**config.mk**
```make
export PLATFORM = sky130hd
export DESIGN_NAME = mvne_queue
export DESIGN_NICKNAME = d
export VERILOG_FILES = /design/src/hw/rtl/mesh_vertex_normal_engine_assert.svh /design/src/hw/rtl/mvne_pkg.sv /design/src/hw/rtl/mvne_queue.sv
export SDC_FILE = /design/constraint.sdc
export NUM_CORES = 1
export LEC_CHECK = 0
export BUFFER_PORTS_ARGS = -buffer_cell sky130_fd_sc_hd__buf_4
export CAP_MARGIN = 30
export CORE_ASPECT_RATIO = 1.4
export CORE_MARGIN = 8
export CORE_UTILIZATION = 52
export DETAILED_ROUTE_END_ITERATION = 12
export PLACE_DENSITY = 0.79
export SLEW_MARGIN = 0
export SYNTH_ARGS = -nofsm -noshare
export SYNTH_HDL_FRONTEND = slang
export SYNTH_SLANG_ARGS = --single-unit
```
**constraint.sdc**
```tcl
create_clock -name clock -period 6.3 [get_ports clock]
set_input_delay 0.315 -clock clock [delete_from_list [all_inputs] [get_ports clock]]
set_output_delay 0.315 -clock clock [all_outputs]
set_load 0.1 [all_outputs]
```
**src/hw/rtl/mesh_vertex_normal_engine_assert.svh**
```systemverilog
// Assertion macros for the mesh vertex normal engine
`ifndef MESH_VERTEX_NORMAL_ENGINE_ASSERT_SVH
`define MESH_VERTEX_NORMAL_ENGINE_ASSERT_SVH

// Consequent checked in the same cycle as the antecedent
`define MVNE_ASSERT_SAME(lbl, clk, rst, ante, cons, msg) \
   lbl: assert property (@(posedge clk) disable iff (rst) (ante) |-> (cons)) \
      else $error(msg);

// Consequent checked in the cycle after the antecedent
`define MVNE_ASSERT_NEXT(lbl, clk, rst, ante, cons, msg) \
   lbl: assert property (@(posedge clk) disable iff (rst) (ante) |=> (cons)) \
      else $error(msg);

`endif

```
**src/hw/rtl/mvne_pkg.sv**
```systemverilog
// Shared types, codes and constants of the mesh vertex normal engine
`timescale 1ns / 1ps
`default_nettype none
package mvne_pkg;

   localparam int MAX_VERTICES_DEF = 256;
   localparam int COORD_BITS_DEF   = 16;

   localparam int IDX_W   = 8;
   localparam int FIELD_W = 16;
   localparam int SUM_W   = 24;
   localparam int CNT_W   = 8;
   localparam int MUL_W   = 32;
   localparam int SQ_W    = 62;
   localparam int SQ_TOP  = 60;
   localparam int MAG_LIM = 30;
   localparam int NORM_SH = 15;
   localparam int QUO_W   = 16;
   localparam int NUM_W   = 47;
   localparam int DEN_W   = 33;
   localparam int REM_W   = 34;
   localparam int LEN_W   = 32;

   localparam logic [CNT_W-1:0] COUNT_MAX = 8'd255;

   localparam logic [1:0] OP_LOAD = 2'd0;
   localparam logic [1:0] OP_TRI  = 2'd1;
   localparam logic [1:0] OP_READ = 2'd2;
   localparam logic [1:0] OP_NONE = 2'd3;

   localparam logic KIND_FACE   = 1'b0;
   localparam logic KIND_VERTEX = 1'b1;

   typedef struct packed {
      logic [1:0]                  op;
      logic [IDX_W-1:0]            idx;
      logic                        idx_ok;
      logic [2:0][IDX_W-1:0]       corner;
      logic [2:0]                  corner_ok;
      logic [2:0][FIELD_W-1:0]     pos;
   } cmd_type;

   typedef struct packed {
      logic                        kind;
      logic [2:0][FIELD_W-1:0]     normal;
      logic                        degenerate;
      logic                        unused_vertex;
   } rsp_type;

endpackage
`default_nettype wire

```
**src/hw/rtl/mvne_queue.sv**
```systemverilog
// Two-entry command queue between front and back end
`timescale 1ns / 1ps
`default_nettype none
module mvne_queue import mvne_pkg::*; (
   input  logic    clock,
   input  logic    reset,
   input  logic    push,
   input  cmd_type push_data,
   output logic    full,
   input  logic    pop,
   output cmd_type pop_data,
   output logic    empty
);

   cmd_type    slot_ff [2];
   logic       wr_ptr_ff, wr_ptr_in;
   logic       rd_ptr_ff, rd_ptr_in;
   logic [1:0] count_ff, count_in;

   assign full     = (count_ff == 2'd2);
   assign empty    = (count_ff == 2'd0);
   assign pop_data = slot_ff[rd_ptr_ff];

   always_comb begin
      wr_ptr_in = push ? !wr_ptr_ff : wr_ptr_ff;
      rd_ptr_in = pop ? !rd_ptr_ff : rd_ptr_ff;
      count_in  = count_ff + {1'b0, push} - {1'b0, pop};
   end

   always_ff @(posedge clock) begin
      if (push) begin
         slot_ff[wr_ptr_ff] <= push_data;
      end
      if (reset) begin
         wr_ptr_ff <= 1'b0;
         rd_ptr_ff <= 1'b0;
         count_ff  <= 2'd0;
      end else begin
         wr_ptr_ff <= wr_ptr_in;
         rd_ptr_ff <= rd_ptr_in;
         count_ff  <= count_in;
      end
   end

endmodule
`default_nettype wire

```
==> impl_metrics.tcl, run 1 <==
set metrics [dict create \
    synth_area_um2 6630 \
    cts_root_buf "clkbuf_16" \
    layout_common_cells "buf_4, edfxtp_1, mux2_2, mux2_4, clkbuf_16" \
    clk_latency_ps 410 \
    p_comb_share_pct 25.3 \
    drive_gt1_share_pct 60.6 \
    gr-usage-all-layers_pct 15.3 \
    grt_pass1_wl_um 19400 \
    numCtsBuffers 17 \
    dieArea_um2 16700 \
    power_mw 3.16 \
    fin_cells 645 \
    die_y_um 150 \
    synth_warnings 0 \
    vdd_drop_max_mv 0.236 \
    max_slew_margin_pct 51.2 \
    vias 3219 \
    cts_tree "built" \
    wire_per_inst_um 20.0 \
    coreArea_um2 12600 \
    fmax_ghz 0.349 \
    cp_max_fo 47 \
    post_cts_buffers 0 \
    hold_start "push_data[71]" \
    final_hold_viol_count 0 \
    grt_pass1_vias 3690 \
    dpl_cell_area_um2 8080 \
    status "completed" \
    dp.cells 613 \
    period_minus_slack_ps 2870 \
    grt_max_degree 49 \
    clock_sinks 177 \
    synth_cells 289 \
    ios 178 \
    tns_ps 0 \
    first_pass_iters 4 \
    clk_pin_slew_ps 70 \
    crit_path_start_kind "register" \
    final_common_cell "buf_4" \
    ys_seq_area_share_pct 79.5 \
    num_rows 49 \
    r2r_start "wr_ptr_ff" \
    p_sw_mw 1.04 \
    finalNetCount 571 \
    antenna_found_initial 0 \
    fin_area_um2 8630 \
    required_ps 5980 \
    dp_hpwl_um 9100 \
    crit_path_end_kind "primary output" \
    synth_seq_cells 177 \
    skew_ps 5.84 \
    routed_wirelength_um 12900 \
    initial_core_util_pct 52.5 \
    ant_nets 0 \
    p_sw_share_pct 32.8 \
    die_w_um 111 \
    diodes 0 \
    power_density_nw_per_um2 366 \
    layout_setup_ws_ps 3430 \
    drv_slew 0 \
    h-tree-depth 4 \
    drc 0 \
    dr.first_iter.drc_count 147 \
    cts_buffer_depth 2 \
    min_period_over_period_pct 45.5 \
    maxCapViolations 0 \
    ys_types 15 \
    pwr-share-seq_pct 44.5 \
    overflow 0 \
    clkPwrFrac_pct 30.3 \
    crit_arrival_ps 2550 \
    hp-class "in2reg" \
    port_buffers 177 \
    p_int_mw 2.12 \
    pre_cts_ws_ps 3810 \
    place_congestion 0.702 \
    area_growth_pct 30.2 \
    setup_violations 0 \
    viasPerCell 4.99 \
    timing_worst_setup_path_type "reg2out" \
    syn_avg_cell_area_um2 22.9 \
    synth_fp_nets 381 \
    worst_pin_slew_ps 732 \
    postCtsHoldBufs 0 \
    cts_resized 0 \
    power.leakage_nw 3.33 \
    grt_setup_unrepaired "false" \
]
==> area by class of cell <==
| class | instances | area, um^2 |
|---|---|---|
| fillers | 839 | 4000 |
| inverters | 2 | 7.51 |
| clock inverters | 14 | 115 |
| flip-flops and latches | 177 | 5270 |
| clock buffers | 18 | 429 |
| repair buffers | 181 | 1380 |
| well taps | 153 | 191 |
| multi-input cells | 100 | 1240 |
==> power by group through the flow <==
stage / Combinational, mW / Clock, mW / Sequential, mW
floorplan: 0.648 / 0 / 1.42
global placement: 0.793 / 0 / 1.43
detailed placement: 0.805 / 0 / 1.43
CTS: 0.806 / 0.976 / 1.41
global route: 0.822 / 1.03 / 1.41
finish: 0.799 / 0.956 / 1.41
==> worst paths after layout <==
check                                 endpoint  depth (start not counted)  slack, ps
worst max-delay path              pop_data[24]                          3       3430
worst max register to register   slot_ff[1][4]                          2       4670
worst min-delay path            slot_ff[1][71]                          1         90
worst min register to register        register                          2        530
==> cell families (layout without fill, tap and decap cells) <==
kind of cell               count (synthesis)  after routing  share of synthesized area (%)
xor gates and xnor gates                   3              3                          0.604
DFF                                      177            177                           79.5
and+or+nand+nor                            9              9                          0.661
muxes                                     86             86                           16.9
buffers and inverters                     12            215                           2.02
adders and majority gates                  2              2                          0.378
==> cell usage after synthesis, drive strengths merged <==
master	instances	area share, %
edfxtp	172	78
buf	10	1.9
and2	1	0.094
dfxtp	5	1.5
mux2	86	17
nor2	5	0.28
ha	2	0.38
xnor2	2	0.26
nor2b	3	0.28
inv	2	0.11
xnor3	1	0.34
==> routing by layer <==
layer | global-route usage, % | vias to the layer above | share of wire, %
met1 | 14.9 | 1594 | 36
met5 | 0 | - | 0
met4 | 6.42 | 0 | 1.2
met2 | 28.4 | 101 | 57
li1 | - | 1514 | -
met3 | 5.54 | 10 | 6.0
==> registers in the layout, indices dropped and copies added, names as in the netlist, named ones only <==
register	count
slot_ff	172
wr_ptr_ff	1
rd_ptr_ff	1
count_ff	2
==> worst max-delay path, cell delays in order, from the launching register on <==
cell,delay (ps)
dfxtp_4,760
buf_4,680
mux2_2,410
buf_4,230
==> stage by stage <==
stage	utilization, %	hold WS, ps
3_5_place_dp	64.0	503
2_1_floorplan	-	387
5_1_grt	68.3	62.2
3_3_place_gp	63.8	492
6_report	68.3	86.9
4_1_cts	68.3	69.6
Power figures use the tool's default switching activity.
==> inputs of run 2 (changes only) <==
Clock period 6.3 ns to 2.8 ns, I/O delays scaled along.
==> run 2 against run 1 <==
  * Register-to-register slack lost 3400 ps
  * Clock power grew 130%
  * Clock-buffer cell count is the same
==> impl_metrics.tcl, run 2 (synthesis gave the netlist of run 1 again) <==
set metrics [dict create \
    status "completed" \
    clk_latency_ps 400 \
    dieArea_um2 16700 \
    port_buffers 177 \
    cts_buffer_depth 2 \
    busiest_layer "met2" \
    skew_ps 6.44 \
    overflow 0 \
    final_common_cell "buf_4" \
    hold_start "pop" \
    cp_max_fo 37 \
    tns_ps 0 \
    setup_violations 0 \
    h-tree-depth 4 \
    clk_pin_slew_ps 60 \
    power.leakage_nw 3.71 \
    ant_nets 0 \
    timing_worst_setup_path_type "reg2out" \
    numCtsBuffers 17 \
    clock_sinks 177 \
    largest_register "slot_ff" \
    maxCapViolations 0 \
    reg_top3 "slot_ff: 172 flops, count_ff: 2 flops" \
    drc 0 \
    grt_setup_unrepaired "false" \
    layout_common_cells "buf_4, edfxtp_1, dlygate4sd3_1, mux2_2, mux2_4" \
    finalNetCount 660 \
    required_ps 2660 \
    initial_core_util_pct 52.5 \
    cts_tree "built" \
    die_y_um 150 \
    drive_gt1_share_pct 51.5 \
    dp.cells 615 \
    drv_slew 0 \
    routed_wirelength_um 14700 \
    area_growth_pct 44.1 \
    grt_pass1_wl_um 21800 \
    period_minus_slack_ps 2030 \
    grt_pass1_vias 4118 \
    coreArea_um2 12600 \
    fin_cells 736 \
    antenna_found_initial 2 \
    dp_hpwl_um 9260 \
    die_w_um 111 \
    num_rows 49 \
    r2r_start "wr_ptr_ff" \
    cts_root_buf "clkbuf_16" \
    place_congestion 0.698 \
    vdd_drop_max_mv 0.546 \
    gr-usage-all-layers_pct 17.1 \
    use_met1_pct 16.2 \
    crit_path_end_kind "primary output" \
    crit_arrival_ps 1890 \
    post_cts_buffers 0 \
    viasPerCell 5.00 \
    crit_path_start_kind "register" \
    ios 178 \
    first_pass_iters 4 \
    hp-class "in2reg" \
    min_period_over_period_pct 72.6 \
    final_hold_viol_count 0 \
    worst_pin_slew_ps 670 \
    largest_reg_flops 172 \
    dr.first_iter.drc_count 174 \
    grtUsageMet2_pct 33.1 \
    wire_per_inst_um 20.0 \
    cts_resized 0 \
    vias 3680 \
    max_slew_margin_pct 55.3 \
    gr-usage-met3_pct 5.17 \
    grt_max_degree 50 \
    fmax_ghz 0.492 \
    power_density_nw_per_um2 767 \
]
==> run 2: cell count changes in the layout (fill, tap and decap cells not counted), sizes merged <==
cell / change
dlygate4sd3: +87
inv: -1
buf: +2
diode: +2
clkinv: -1
clkinvlp: +1
bufinv: +1
==> run 2: metal layers <==
layer	wire [um]	up-vias
met4	329	0
met5	0	-
met1	5190	1840
met3	732	21
li1	-	1702
met2	8450	117
==> run 2: final timing paths <==
path | to | slack (ps) | cells after the start
max | pop_data[2] | 770 | 3
min reg2reg | rd_ptr_ff | 540 | 2
max reg2reg | slot_ff[1][34] | 1240 | 2
min | rd_ptr_ff | 30 | 3
==> run 2: repair_timing <==
action                                  CTS  global route
endpoints found under the setup margin    0             0
hold endpoints to repair                177             0
hold buffers                             87             0
==> run 2: critical path: stages, from the launching register on <==
cell and delay (ps):
dfxtp_4 360, buf_4 470, mux2_2 420, buf_4 240
==> run 2: per-stage QoR <==
step / setup WS (ps) / instance area, um^2 / total power [mW] / utilization, % / hold slack [ps]
floorplan: 758 / 6640 / 4.64 / - / 212
global placement: 1230 / 8100 / 5.01 / 64.2 / 325
detailed placement: 1190 / 8100 / 5.04 / 64.2 / 328
CTS: 733 / 9540 / 7.38 / 75.5 / 3.57
global route: 679 / 9550 / 7.54 / 75.6 / 20.9
finish: 768 / 9550 / 7.32 / 75.6 / 25.7
==> run 2: area by class of cell <==
class | instances | area (um^2)
multi-input combinational | 100 | 1240
antenna | 2 | 5.00
inverter | 2 | 7.51
timing repair buffer | 270 | 2270
tap | 153 | 191
clock buffer | 18 | 429
clock inverter | 14 | 138
sequential | 177 | 5270
fill | 713 | 3080
==> run 2: power breakdown <==
group	total [mW]	internal, mW	leakage, nW	switching (mW)
Combinational	1.94	0.550	1.79	1.39
Clock	2.24	1.31	0.267	0.927
Sequential	3.14	3.09	1.66	0.0491
Total	7.32	4.95	3.71	2.37
